[config.mk]
export PLATFORM = sky130hd
export DESIGN_NAME = hid_keyboard_report_builder
export DESIGN_NICKNAME = d
export VERILOG_FILES = /design/src/hw/rtl/hkrb_pkg.sv /design/src/hw/rtl/hid_keyboard_report_builder.sv
export SDC_FILE = /design/constraint.sdc
export NUM_CORES = 1
export LEC_CHECK = 0
export ABC_AREA = 1
export BUFFER_PORTS_ARGS = -buffer_cell sky130_fd_sc_hd__buf_4
export CORE_MARGIN = 1.5
export CORE_UTILIZATION = 55
export DETAILED_ROUTE_END_ITERATION = 6
export PLACE_DENSITY = 0.78
export RECOVER_POWER = 50
export SYNTH_ARGS = -nofsm -noshare
export SYNTH_HDL_FRONTEND = slang
export SYNTH_SLANG_ARGS = --single-unit
[constraint.sdc]
create_clock -name aclk -period 2.9 [get_ports aclk]
set_input_delay 0.58 -clock aclk [delete_from_list [all_inputs] [get_ports aclk]]
set_output_delay 0.58 -clock aclk [all_outputs]
set_load 0.005 [all_outputs]
[src/hw/rtl/hkrb_pkg.sv]
// Package: request and report types and codes for the HID keyboard report builder.
`timescale 1ns / 1ps

package hkrb_pkg;

    // Slots carried in a boot keyboard report.
    localparam int OUT_SLOTS = 6;

    // Mapped action of a key.
    localparam logic [1:0] ACT_OTHER = 2'd0;
    localparam logic [1:0] ACT_KEY   = 2'd1;
    localparam logic [1:0] ACT_MEDIA = 2'd2;

    // Report kinds.
    localparam logic [1:0] REP_KBD           = 2'd0;
    localparam logic [1:0] REP_MEDIA_PRESS   = 2'd1;
    localparam logic [1:0] REP_MEDIA_RELEASE = 2'd2;

    typedef struct packed {
        logic        key_pressed;
        logic        key_changed;
        logic [1:0]  action_kind;
        logic [7:0]  modifier_bits;
        logic [7:0]  key_code;
        logic [15:0] media_usage;
        logic        scan_end;
        logic        kbd_link_ready;
        logic        media_link_ready;
    } key_item_t;

    typedef struct packed {
        logic [1:0]  report_kind;
        logic [7:0]  report_modifiers;
        logic [7:0]  slot0_code;
        logic [7:0]  slot1_code;
        logic [7:0]  slot2_code;
        logic [7:0]  slot3_code;
        logic [7:0]  slot4_code;
        logic [7:0]  slot5_code;
        logic [15:0] report_usage;
        logic        report_last;
    } report_t;

endpackage

[src/hw/rtl/hid_keyboard_report_builder.sv]
// Top level: HID boot keyboard (6KRO) and consumer report builder.
`timescale 1ns / 1ps

// Takes one key request per cycle, in scan order, and accumulates the scan in
// registers: ORed modifiers, up to KEY_SLOTS keycodes in key order (extra
// codes dropped) and the usage of the first pressed media key. Each key is
// folded into the scan state in the cycle it is accepted, so the key stream
// runs at one request per clock while s_ready is high. On the last key of a scan
// (scan_end, or the NUM_KEYS-th key) up to two reports are written into a
// four-entry result queue in that same cycle: a keyboard report, then a media
// press or release, each only if pending or changed in the scan and its link
// flag is set. Reports leave the queue at one per cycle while m_ready is high;
// s_ready drops while the queue holds more than two reports, which happens when
// the result side stalls or when short scans that each end in two reports
// follow one another closely. With an empty queue a report is presented from
// the edge that accepts its key and can be taken at the next edge. Keyboard
// slots beyond six are kept but not reported; with KEY_SLOTS below six the
// upper report slots read zero.

module hid_keyboard_report_builder #(
    parameter int KEY_SLOTS = 6,
    parameter int NUM_KEYS  = 16
) (
    input  logic                aclk,
    input  logic                aresetn,

    input  logic                s_valid,
    output logic                s_ready,
    input  hkrb_pkg::key_item_t s_data,

    output logic                m_valid,
    input  logic                m_ready,
    output hkrb_pkg::report_t   m_data
);

    localparam int SU_W   = $clog2(KEY_SLOTS + 1);
    localparam int IDX_W  = (KEY_SLOTS > 1) ? $clog2(KEY_SLOTS) : 1;
    localparam int KC_W   = (NUM_KEYS > 1) ? $clog2(NUM_KEYS) : 1;
    localparam int Q_DEPTH = 4;
    localparam int QP_W   = 2;
    localparam int QC_W   = 3;

    // ---------------------------------------------------------------
    // Scan state
    // ---------------------------------------------------------------
    logic              kbd_pending_reg,  kbd_pending_next;
    logic              media_pending_reg, media_pending_next;
    logic              change_seen_reg,  change_seen_next;
    logic [7:0]        mod_accum_reg,    mod_accum_next;
    logic [7:0]        code_slots_reg  [KEY_SLOTS];
    logic [7:0]        code_slots_next [KEY_SLOTS];
    logic [SU_W-1:0]   slots_used_reg,   slots_used_next;
    logic              media_found_reg,  media_found_next;
    logic [15:0]       media_code_reg,   media_code_next;
    logic [KC_W-1:0]   key_count_reg,    key_count_next;

    // Result queue
    hkrb_pkg::report_t q_mem_reg [Q_DEPTH];
    logic [QP_W-1:0]   q_rd_reg, q_rd_next;
    logic [QP_W-1:0]   q_wr_reg, q_wr_next;
    logic [QC_W-1:0]   q_cnt_reg, q_cnt_next;

    logic              s_fire, m_fire;
    logic              last_key;
    logic              change_any;
    logic              kbd_take, code_take, media_take;
    logic [SU_W-1:0]   slots_used_c;
    logic [7:0]        mod_c;
    logic [15:0]       media_code_c;
    logic              kbd_due, media_due;
    logic              emit_kbd, emit_media;
    logic [7:0]        rep_slot [hkrb_pkg::OUT_SLOTS];
    hkrb_pkg::report_t kbd_rep, media_rep, rep0, rep1;
    logic [1:0]        n_push;

    assign s_ready = (q_cnt_reg <= QC_W'(Q_DEPTH - 2));
    assign s_fire  = s_valid && s_ready;
    assign m_valid = (q_cnt_reg != '0);
    assign m_fire  = m_valid && m_ready;
    assign m_data  = q_mem_reg[q_rd_reg];

    assign last_key   = s_data.scan_end || (key_count_reg == KC_W'(NUM_KEYS - 1));
    assign change_any = change_seen_reg || s_data.key_changed;

    assign kbd_take   = s_data.key_pressed && (s_data.action_kind == hkrb_pkg::ACT_KEY);
    assign code_take  = kbd_take && (s_data.key_code != 8'd0)
                        && (slots_used_reg < SU_W'(KEY_SLOTS));
    assign media_take = s_data.key_pressed && (s_data.action_kind == hkrb_pkg::ACT_MEDIA)
                        && !media_found_reg;

    // Scan values including the current key
    assign mod_c        = kbd_take ? (mod_accum_reg | s_data.modifier_bits) : mod_accum_reg;
    assign slots_used_c = code_take ? (slots_used_reg + SU_W'(1)) : slots_used_reg;
    assign media_code_c = media_take ? s_data.media_usage : media_code_reg;

    always_comb begin
        for (int i = 0; i < KEY_SLOTS; i++) begin
            code_slots_next[i] = code_slots_reg[i];
        end
        if (code_take) begin
            code_slots_next[slots_used_reg[IDX_W-1:0]] = s_data.key_code;
        end
    end

    // Slots past the fill level read as empty, so the store needs no clear.
    genvar g;
    generate
        for (g = 0; g < hkrb_pkg::OUT_SLOTS; g++) begin : g_slot
            if (g < KEY_SLOTS) begin : g_live
                assign rep_slot[g] = (SU_W'(g) < slots_used_c) ? code_slots_next[g] : 8'd0;
            end else begin : g_none
                assign rep_slot[g] = 8'd0;
            end
        end
    endgenerate

    assign kbd_due    = kbd_pending_reg || change_any;
    assign media_due  = media_pending_reg || change_any;
    assign emit_kbd   = last_key && kbd_due && s_data.kbd_link_ready;
    assign emit_media = last_key && media_due && s_data.media_link_ready;

    always_comb begin
        kbd_rep                  = '0;
        kbd_rep.report_kind      = hkrb_pkg::REP_KBD;
        kbd_rep.report_modifiers = mod_c;
        kbd_rep.slot0_code       = rep_slot[0];
        kbd_rep.slot1_code       = rep_slot[1];
        kbd_rep.slot2_code       = rep_slot[2];
        kbd_rep.slot3_code       = rep_slot[3];
        kbd_rep.slot4_code       = rep_slot[4];
        kbd_rep.slot5_code       = rep_slot[5];
        kbd_rep.report_last      = !emit_media;

        media_rep             = '0;
        media_rep.report_last = 1'b1;
        if (media_code_c != 16'd0) begin
            media_rep.report_kind  = hkrb_pkg::REP_MEDIA_PRESS;
            media_rep.report_usage = media_code_c;
        end else begin
            media_rep.report_kind  = hkrb_pkg::REP_MEDIA_RELEASE;
        end

        rep0   = emit_kbd ? kbd_rep : media_rep;
        rep1   = media_rep;
        n_push = 2'(emit_kbd) + 2'(emit_media);
    end

    // Next scan state
    always_comb begin
        kbd_pending_next   = kbd_pending_reg;
        media_pending_next = media_pending_reg;
        change_seen_next   = change_seen_reg;
        mod_accum_next     = mod_accum_reg;
        slots_used_next    = slots_used_reg;
        media_found_next   = media_found_reg;
        media_code_next    = media_code_reg;
        key_count_next     = key_count_reg;
        if (s_fire) begin
            if (last_key) begin
                kbd_pending_next   = kbd_due && !s_data.kbd_link_ready;
                media_pending_next = media_due && !s_data.media_link_ready;
                change_seen_next   = 1'b0;
                mod_accum_next     = '0;
                slots_used_next    = '0;
                media_found_next   = 1'b0;
                media_code_next    = '0;
                key_count_next     = '0;
            end else begin
                change_seen_next   = change_any;
                mod_accum_next     = mod_c;
                slots_used_next    = slots_used_c;
                media_found_next   = media_found_reg || media_take;
                media_code_next    = media_code_c;
                key_count_next     = key_count_reg + KC_W'(1);
            end
        end
    end

    // Queue pointers
    always_comb begin
        q_rd_next  = m_fire ? (q_rd_reg + QP_W'(1)) : q_rd_reg;
        q_wr_next  = q_wr_reg;
        q_cnt_next = q_cnt_reg - QC_W'(m_fire);
        if (s_fire) begin
            q_wr_next  = q_wr_reg + QP_W'(n_push);
            q_cnt_next = q_cnt_reg - QC_W'(m_fire) + QC_W'(n_push);
        end
    end

    always_ff @(posedge aclk) begin
        if (!aresetn) begin
            kbd_pending_reg   <= 1'b1;
            media_pending_reg <= 1'b0;
            change_seen_reg   <= 1'b0;
            mod_accum_reg     <= '0;
            slots_used_reg    <= '0;
            media_found_reg   <= 1'b0;
            media_code_reg    <= '0;
            key_count_reg     <= '0;
            q_rd_reg          <= '0;
            q_wr_reg          <= '0;
            q_cnt_reg         <= '0;
        end else begin
            kbd_pending_reg   <= kbd_pending_next;
            media_pending_reg <= media_pending_next;
            change_seen_reg   <= change_seen_next;
            mod_accum_reg     <= mod_accum_next;
            slots_used_reg    <= slots_used_next;
            media_found_reg   <= media_found_next;
            media_code_reg    <= media_code_next;
            key_count_reg     <= key_count_next;
            q_rd_reg          <= q_rd_next;
            q_wr_reg          <= q_wr_next;
            q_cnt_reg         <= q_cnt_next;
        end
    end

    // Payload storage, no reset
    always_ff @(posedge aclk) begin
        if (s_fire) begin
            for (int i = 0; i < KEY_SLOTS; i++) begin
                code_slots_reg[i] <= code_slots_next[i];
            end
            if (n_push != 2'd0) begin
                q_mem_reg[q_wr_reg] <= rep0;
            end
            if (n_push == 2'd2) begin
                q_mem_reg[q_wr_reg + QP_W'(1)] <= rep1;
            end
        end
    end

`ifndef NO_ASSERTIONS
    // Queue never overfills.
    a_q_bound: assert property (@(posedge aclk) disable iff (!aresetn)
        q_cnt_reg <= QC_W'(Q_DEPTH))
        else $error("result queue overflow");

    // A key that does not end the scan adds no report.
    a_mid_scan_quiet: assert property (@(posedge aclk) disable iff (!aresetn)
        (s_fire && !last_key) |=> (q_cnt_reg <= $past(q_cnt_reg)))
        else $error("report queued mid-scan");

    // Scan end clears the accumulated scan.
    a_scan_clear: assert property (@(posedge aclk) disable iff (!aresetn)
        (s_fire && last_key) |=> (key_count_reg == '0 && slots_used_reg == '0
                                  && !change_seen_reg && !media_found_reg))
        else $error("scan state not cleared");

    // Fill level stays within the slot store.
    a_slot_bound: assert property (@(posedge aclk) disable iff (!aresetn)
        slots_used_reg <= SU_W'(KEY_SLOTS))
        else $error("slot fill level out of range");
`endif

endmodule
# Yosys cells after proc, flatten, opt, wreduce, memory -nomap -nowiden
# Memory sizes are Yosys's and may differ from the RTL's. A register that Yosys moved wholly into a read port is not among the register bits.
# Index checks and enable logic that the tools add are counted.
dict set report op_classes {
  n_eq_ne 4
  mux 33
  bitwise_logic 2
  n_addsub 8
  n_lt_le_gt_ge 10
  n_reduce_logical 28
}
# op count
set ops {}
lappend ops {{$mux W75} 1}
lappend ops {{$mux W8} 9}
lappend ops {{$bwmux W48} 1}
lappend ops {{$mux W16} 3}
lappend ops {{$mux W48} 1}
lappend ops {{$demux W8 S3} 1}
lappend ops {{$reduce_bool A16 Y1} 1}
lappend ops {{$logic_and A1 B1 Y1} 14}
lappend ops {{$mux W1} 10}
lappend ops {{$mux W3} 3}
lappend ops {{$or A8 B8 Y8} 1}
lappend ops {{$reduce_bool A8 Y1} 1}
lappend ops {{$lt A1 B3 Y1 const A} 2}
lappend ops {{$lt A2 B3 Y1 const A} 2}
lappend ops {{$lt A3 B3 Y1 const A} 2}
lappend ops {{$mux W2} 3}
lappend ops {{$logic_or A1 B1 Y1} 5}
lappend ops {{$add A2 B1 Y2 const B} 2}
lappend ops {{$add A4 B1 Y4 const B} 1}
lappend ops {{$eq A2 B2 Y1 const B} 2}
lappend ops {{$eq A4 B4 Y1 const B} 1}
lappend ops {{$ge A4 B4 Y1 const B} 1}
lappend ops {{$logic_not A1 Y1} 4}
lappend ops {{$lt A4 B1 Y1 const B} 1}
lappend ops {{other kinds (13)} 13}
dict set report totals {
  output_inout_bits 77
  reg_bits 42
  mem_bits_rw 348
  input_bits 43
  n_memories 2
}
# name words width rd rd_ports_with_merged_regs wr line
set mem_list {}
lappend mem_list {q_mem_reg 4 75 1 1 2 hid_keyboard_report_builder.sv:58} ;# hkrb_pkg::report_t q_mem_reg [Q_DEPTH];
lappend mem_list {code_slots_reg 6 8 6 0 6 hid_keyboard_report_builder.sv:50} ;# logic [7:0] code_slots_reg [KEY_SLOTS];

# Longest topological paths before layout
# Gate-level depths: netlist of the first run.
dict set report logic_depth {
  ltp_word 9
  depth_mapped 16
  mapped_depth_nobuf 13
}

# Worst setup path after synthesis of the first run
# OpenSTA, ideal clock, no wires.
dict set report synth_timing {
  kind {in2reg}
  from {input port s_data[37] (netlist name)}
  to {memory q_mem_reg[0][42] (netlist name)}
  n_path_buf 3
  t_required_ns 2.786
  cell_stages 15
  setup_time_ns 0.114
  setup_slack_ns -0.043
  arrival_time_ns 2.829
  cell_sequence {inv_1 nand2_1 nor2_1 nor3_4 inv_2 clkbuf_1 ha_1 nor2_4 nand3_2 nand2_1 inv_2 buf_6 buf_2 nand2_1 nand2_1}
}
# item line
set synth_lines {}
lappend synth_lines {{start, declared} hid_keyboard_report_builder.sv:29} ;# input hkrb_pkg::key_item_t s_data,
lappend synth_lines {{end, declared} hid_keyboard_report_builder.sv:58}

==> results.md, run 1 <==
* Status: complete, but fails checks
* Failing checks: DRC
* Highest clock rate at 361.0 MHz
* Peak fanout along the critical path at 18
* TNS Setup at 0 ns
* Setup bufs post-CTS at 0
* Total CTS buffers at 41
* Final period util at 95.52%
* Sequential area share after synthesis at 51.20%
* Final GP Congestion at 0.8877
* Pin count of the biggest net entering global routing at 77
* Cell type with the largest total area after synthesis: dfxtp_1
* H-tree depth at 2
* Peak VDD IR at 0.0005148 V
* WHS at 0.2503 ns
* Slowest cell on the critical path: clkbuf_2
* CTS resizes at 0
* Crit-path max cell delay at 0.44 ns
* Main synth FF type: dfxtp_1
* Global-route wire length before repair at 80060 µm
* Crit path launch type: flip-flop
* R2r setup slk at 0.23 ns
* Drt drc at 3
* Area share of the largest cell type after synthesis at 30.81%
* Avg Inst Size Synth at 7.865 µm²
* Number of port buffers at 119
* RSZ-0062 raised after global routing: false
* Final number of max-transition violations at 0
* Layout Area Growth over Synthesis at 13.45%
* DRT Pass-1 Iters at 7
* Fin nets at 2351
* Initial antenna violation count at 2
* Ys async rst share at 0%
* Die Width at 182.3 µm
* CTS hold repair buffers at 0
* Clock sink total at 392
* Netlist cell types at 42
* Type of the worst setup path: reg2out
* WL/cell at 18.13 µm
* Clk pin slew, worst setup/hold paths at 0.06 ns
* Total grt overflow at 0
* Number of DRC markers in iteration 0 at 1819
* Power per Cell Area at 756.8 nW/µm²
* Syn Inst Count at 2247
* Antenna-violating nets left at 0
* # rows at 65
* Clock Tree Buf Depth at 3
* I/O pin total at 120
* Worst slew pin tran at 0.9292 ns
* Hpwl dp at 29790 µm
* Max-cap viol count at 0
* Top post-synthesis cells by area: dfxtp_1, edfxtp_1, nand2_1
* Overall routing resource usage at 29.83%
* Type of the most critical hold path: in2reg
* Critical Path RT at 2.32 ns
* Crit-path cells: inv_2 > clkbuf_2 > o21ai_0 > o22ai_1 > buf_4
* Post-synth EDFFs at 120
* CTS tree: built
* Worst Path Arrival at 2.19 ns
* Rel. slew slack at 37.58%
* Final setup viols at 0
* Vias per std cell at 5.931
* Number of global-route vias before repair at 15.63k
* Pleak at 8.579 nW
* Die H at 182.3 µm
* Share of cells above drive strength 1 at 11.93%
* Setup Skew at 0.01663 ns
* Starting Density at 56.01%
* FILL cells at 2707
* Max reg flops at 300
* Yosys Warn Count at 0
* Minimum clock period at 2.770 ns
* Die ar. at 33220 µm²
* Total core area at 31560 µm²
* Final hold violation count at 0
* Post-synthesis register bit count at 392
* Vias at 16.21k
* CTS root buffer: clkbuf_16
* Final WL at 49560 µm
* Worst skew pair latency at 0.54 ns
* Synth Cell Area at 17670 µm²
* Endpoint type of the worst setup path: output pin
* Syn nets at 2299
==> cell families (layout without fill, tap and decap cells) <==
kind of cell / after synthesis / after routing / synth area share (%)
and+or+nand+nor: 1117 / 1117 / 26.97
adders and majority gates: 9 / 9 / 0.6797
xor gates and xnor gates: 2 / 2 / 0.09913
buffers and inverters: 279 / 363 / 7.016
DFF: 392 / 392 / 51.20
AOI/OAI and AO/OA: 448 / 448 / 14.03
other: 0 / 1 / 0
==> per-stage QoR <==
stage          util, %  std cells  power, W  area (µm²)  setup slack [ns]
2_1_floorplan        -       2247  0.008551       17680            0.1305
3_3_place_gp     59.77       2658   0.01010       18860            0.2668
5_1_grt          63.53       2733   0.01586       20050           0.02789
3_5_place_dp     59.77       2658   0.01018       18860            0.1836
6_report         63.54       2734   0.01517       20050            0.1299
4_1_cts          63.89       2733   0.01527       20160            0.1730
==> Yosys cell counts (2+ instances only) <==
cell type and number:
a21oi_1 52, a22oi_1 2, a31oi_1 8, buf_1 3, buf_2 52, buf_4 4, buf_6 15, clkbuf_1 84
dfxtp_1 272, edfxtp_1 120, ha_1 8, inv_1 90, inv_2 30, nand2_1 648, nand2_2 5, nand2_4 3
nand3_1 128, nand3_2 11, nand4_1 74, nor2_1 225, nor2_4 4, nor2_8 2, nor3_1 4, o21ai_0 221
o21ai_1 22, o21ai_2 7, o22ai_1 130, or2_1 5, or2_2 4, xnor2_1 2
==> critical path, delay by kind of cell, from the launching register on <==
| family | cells | cell delay [ns] |
|---|---|---|
| AOI/OAI and AO/OA | 2 | 0.39 |
| buffers and inverters | 3 | 0.92 |
| DFF | 1 | 0.34 |
==> final timing paths <==
kind / start / endpoint / cells after the start
worst max-delay path: flip-flop / m_data[42] / 5
worst max register to register: key_count_reg[1]$_SDFFE_PN0N_ / q_mem_reg[3][4]$_DFFE_PP_ / 11
worst min-delay path: s_data[1] / kbd_pending_reg$_SDFFE_PN1P_ / 2
worst min register to register: q_mem_reg[2][55]$_SDFFE_PP0P_ / q_mem_reg[2][55]$_SDFFE_PP0P_ / 2
==> where the power goes <==
| group | switching (W) | leakage, nW | internal, W |
|---|---|---|---|
| clock network | 0.00215 | 0.650 | 0.00296 |
| logic | 0.00238 | 4.61 | 0.00135 |
| registers | 0.000205 | 3.32 | 0.00612 |
==> cell usage in the layout, fill, tap and decap left out, types with 2 or more instances in the layout <==
master and n:
clkinv_2 11, clkbuf_2 3, or2_2 4, nor2_8 2
buf_12 13, o21ai_0 233, nor3_1 5, buf_4 126
edfxtp_1 120, clkbuf_1 16, nor2_1 226, dfxtp_1 271
inv_2 20, clkbuf_4 19, xnor2_1 2, o21ai_1 17
o22ai_1 130, nand2_2 5, nand3_2 9, inv_1 92
nand4_1 74, clkbuf_8 6, nor2_4 4, a31oi_1 8
a22oi_1 2, a21oi_1 53, or2_1 5, clkinv_1 9
nand2_4 3, nand3_1 130, ha_1 8, nand2_1 648
clkbuf_16 43
==> cell type report <==
class,count,area [µm²],share of cell area (%)
multi-input cells,1576,7330,36.56
inverters,121,456.7,2.278
clock inverters,14,97.59,0.4867
repair buffers,167,1405,7.008
flip-flops and latches,392,9052,45.15
diodes,1,2.502,0.01248
well taps,402,503.0,2.509
clock buffers,61,1204,6.003
==> per-layer routing <==
metal	GRT usage, %	routed length, µm	vias up	share of wire, %
met1	38.99	19730	7593	40
met4	12.56	1566	0	3.2
met2	49.53	23620	837	48
met3	4.530	4651	133	9.4
li1	-	-	7651	-
met5	0	0	-	0
(Power assumes the default switching activity.)
==> run 2: changes to the inputs <==
--- a/config.mk
+++ b/config.mk
@@ -10,7 +10,7 @@
 export CORE_MARGIN = 1.5
 export CORE_UTILIZATION = 55
 export DETAILED_ROUTE_END_ITERATION = 6
-export PLACE_DENSITY = 0.78
+export PLACE_DENSITY = 0.83
 export RECOVER_POWER = 50
 export SYNTH_ARGS = -nofsm -noshare
 export SYNTH_HDL_FRONTEND = slang
==> results.md, run 2 (same netlist as run 1, synthesis figures left out) <==
* Vias per std cell at 6.068 (+2.3%)
* Power per Cell Area at 757.3 nW/µm² (about the same)
* Pleak at 8.633 nW (+0.62%)
* Die Width at 182.3 µm (unchanged)
* Most common cell after layout, fill and taps aside: nand2_1
* Hpwl dp at 31730 µm (+6.5%)
* Final number of max-transition violations at 0 (unchanged)
* WL/cell at 18.61 µm (+2.7%)
* Reg2Reg Depth at 7 (-4)
* Flop pwr share at 41.5% (-0.2 points)
* Crit Reg-Reg Startpoint: q_cnt_reg[1]$_SDFF_PN0_
* Design Area, Final at 20120 µm² (+0.34%)
* Vias at 16.62k (+2.5%)
* Initial antenna violation count at 0 (-2)
* Fin nets at 2359 (+0.34%)
* NetSw at 0.004771 W (+0.63%)
* Worst slew pin tran at 0.9413 ns (+0.01206 ns)
* I/O pin total at 120 (unchanged)
* Placed cells at 2666 (+0.30%)
* Critical Path End: m_data[3]
* CTS root buffer: clkbuf_16
* Type of the most critical hold path: in2reg
* Most frequent cells in the layout: nand2_1, dfxtp_1, o21ai_0
* Total core area at 31560 µm² (unchanged)
* Clock power share at 33.4% (-0.3 points)
* Failing checks: DRC
* Critical Path RT at 2.32 ns (about the same)
* Pin count of the biggest net entering global routing at 77 (unchanged)
* H-tree depth at 2 (unchanged)
* Total CTS buffers at 40 (-2.4%)
* Worst Path Arrival at 2.27 ns (+0.08 ns)
* Clock Tree Buf Depth at 3 (unchanged)
* Die ar. at 33220 µm² (unchanged)
* Status: complete, but fails checks
* TNS Setup at 0 ns (unchanged)
* Fin cells at 2739 (+0.18%)
* Endpoint type of the worst setup path: output pin
* FILL cells at 2577 (-4.8%)
* Pint at 0.01046 W (+0.30%)
* Type of the worst setup path: reg2out
* DRT Pass-1 Iters at 7 (unchanged)
* Highest clock rate at 351.4 MHz (-2.6%)
* Layout Area Growth over Synthesis at 13.83%
* Final WL at 50980 µm (+2.9%)
* Setup Skew at 0.02094 ns (+0.004307 ns)
* Global-route wire length before repair at 81200 µm (+1.4%)
* Total grt overflow at 0 (unchanged)
* RSZ-0062 raised after global routing: false
* Overall routing resource usage at 30.34% (+0.51 points)
* Switch share at 31.32% (+0.071 points)
* Minimum clock period at 2.845 ns (+0.07533 ns)
* Number of port buffers at 119 (unchanged)
* Post-Place Cell Area at 18930 µm² (+0.38%)
* Antenna-violating nets left at 0 (unchanged)
* Peak fanout along the critical path at 21 (+3)
* Share of cells above drive strength 1 at 11.94% (+0.012 points)
* Die H at 182.3 µm (unchanged)
* Final setup viols at 0 (unchanged)
* Rel. slew slack at 36.77% (-0.81 points)
* R2r setup slk at 0.21 ns (-0.02 ns)
* Worst skew pair latency at 0.54 ns (about the same)
* Crit path launch type: flip-flop
* Gate power share at 25.1% (+0.5 points)
* Number of global-route vias before repair at 16.13k (+3.2%)
* Max reg flops at 300 (unchanged)
* Peak VDD IR at 0.0005071 V (-1.5%)
* Final GP Congestion at 0.9373 (+5.6%)
* Number of DRC markers in iteration 0 at 2226 (+22%)
* Final period util at 98.12% (+2.6 points)
* Register Area at 9054 µm² (about the same)
* Clock sink total at 392 (unchanged)
* Total power at 0.01524 W (+0.40%)
* Clk pin slew, worst setup/hold paths at 0.06 ns (about the same)
* CTS tree: built
* Multi-input gate area at 7310 µm² (-0.27%)
* Starting Density at 56.01% (unchanged)
* ANT cells at 0 (-1)
* Drt drc at 1 (-2)
* Max-cap viol count at 0 (unchanged)
* Final hold violation count at 0 (unchanged)
* # rows at 65 (unchanged)
* Worst r2r dst: mod_accum_reg[2]$_SDFFE_PN0N_
-- run 2: cell count changes in the layout (fill, tap and decap cells not counted), sizes merged --
cell,previous run,this run
diode,1,0
clkinvlp,0,1
clkbuf,87,77
buf,141,164
clkinv,20,17
inv,114,109
-- run 2: per-layer routing --
layer	part of all wire, %	vias up	wire length [µm]	track usage (%)
met3	11	165	5359	4.829
met4	4.3	0	2177	15.74
li1	-	7675	-	-
met5	0	-	0	0
met2	47	1058	23790	49.33
met1	39	7723	19650	39.22
-- run 2: worst min path at each step --
| stage | slack (ns) | depth (start not counted) | start | end |
|---|---|---|---|---|
| 3_3_place_gp | 0.43 | 2 | q_mem_reg[2][18]$_SDFFE_PP0P_ | q_mem_reg[2][18]$_SDFFE_PP0P_ |
| 4_1_cts | 0.23 | 2 | s_data[1] | kbd_pending_reg$_SDFFE_PN1P_ |
| 2_1_floorplan | 0.42 | 2 | q_mem_reg[1][33]$_SDFFE_PP0P_ | q_mem_reg[1][33]$_SDFFE_PP0P_ |
| 5_1_grt | 0.25 | 2 | s_data[1] | kbd_pending_reg$_SDFFE_PN1P_ |
| 3_5_place_dp | 0.43 | 2 | q_mem_reg[2][19]$_SDFFE_PP0P_ | q_mem_reg[2][19]$_SDFFE_PP0P_ |
| 6_report | 0.24 | 2 | s_data[1] | kbd_pending_reg$_SDFFE_PN1P_ |
-- run 2: repair_timing --
action	4_1_cts	5_1_grt
setup endpoints to repair	1	15
hold buffers	0	0
pin swaps	0	0
resized for setup	1	2
buffers inserted	0	1
gates cloned	0	0
-- run 2: through the flow --
stage,utilization (%),worst slack (ns),hold slack [ns]
6_report,63.75,0.05461,0.2436
3_3_place_gp,60.00,0.2836,0.4309
5_1_grt,63.75,0.01565,0.2487
3_5_place_dp,60.00,0.2253,0.4340
2_1_floorplan,-,0.1305,0.4208
4_1_cts,64.11,0.01276,0.2311
-- run 2: power groups by stage --
stage | clock (W) | combinational [W] | sequential (W)
4_1_cts | 0.00511 | 0.00382 | 0.00634
3_3_place_gp | 0 | 0.00370 | 0.00642
3_5_place_dp | 0 | 0.00377 | 0.00645
2_1_floorplan | 0 | 0.00219 | 0.00636
5_1_grt | 0.00534 | 0.00418 | 0.00635
6_report | 0.00509 | 0.00382 | 0.00632
-- run 2: critical path: stages (launching register included) --
cell	delay, ns
dfxtp_2	0.34
inv_2	0.41
buf_4	0.31
o21ai_0	0.12
o22ai_1	0.35
buf_4	0.19
-- run 2: layout make-up --
| class | count | area share [%] |
|---|---|---|
| Clock buffer | 65 | 6.058 |
| Clock inverter | 7 | 0.3732 |
| Inverter | 121 | 2.282 |
| Multi-Input combinational cell | 1576 | 36.33 |
| Sequential cell | 392 | 45.00 |
| Tap cell | 402 | 2.500 |
| Timing Repair Buffer | 176 | 7.451 |
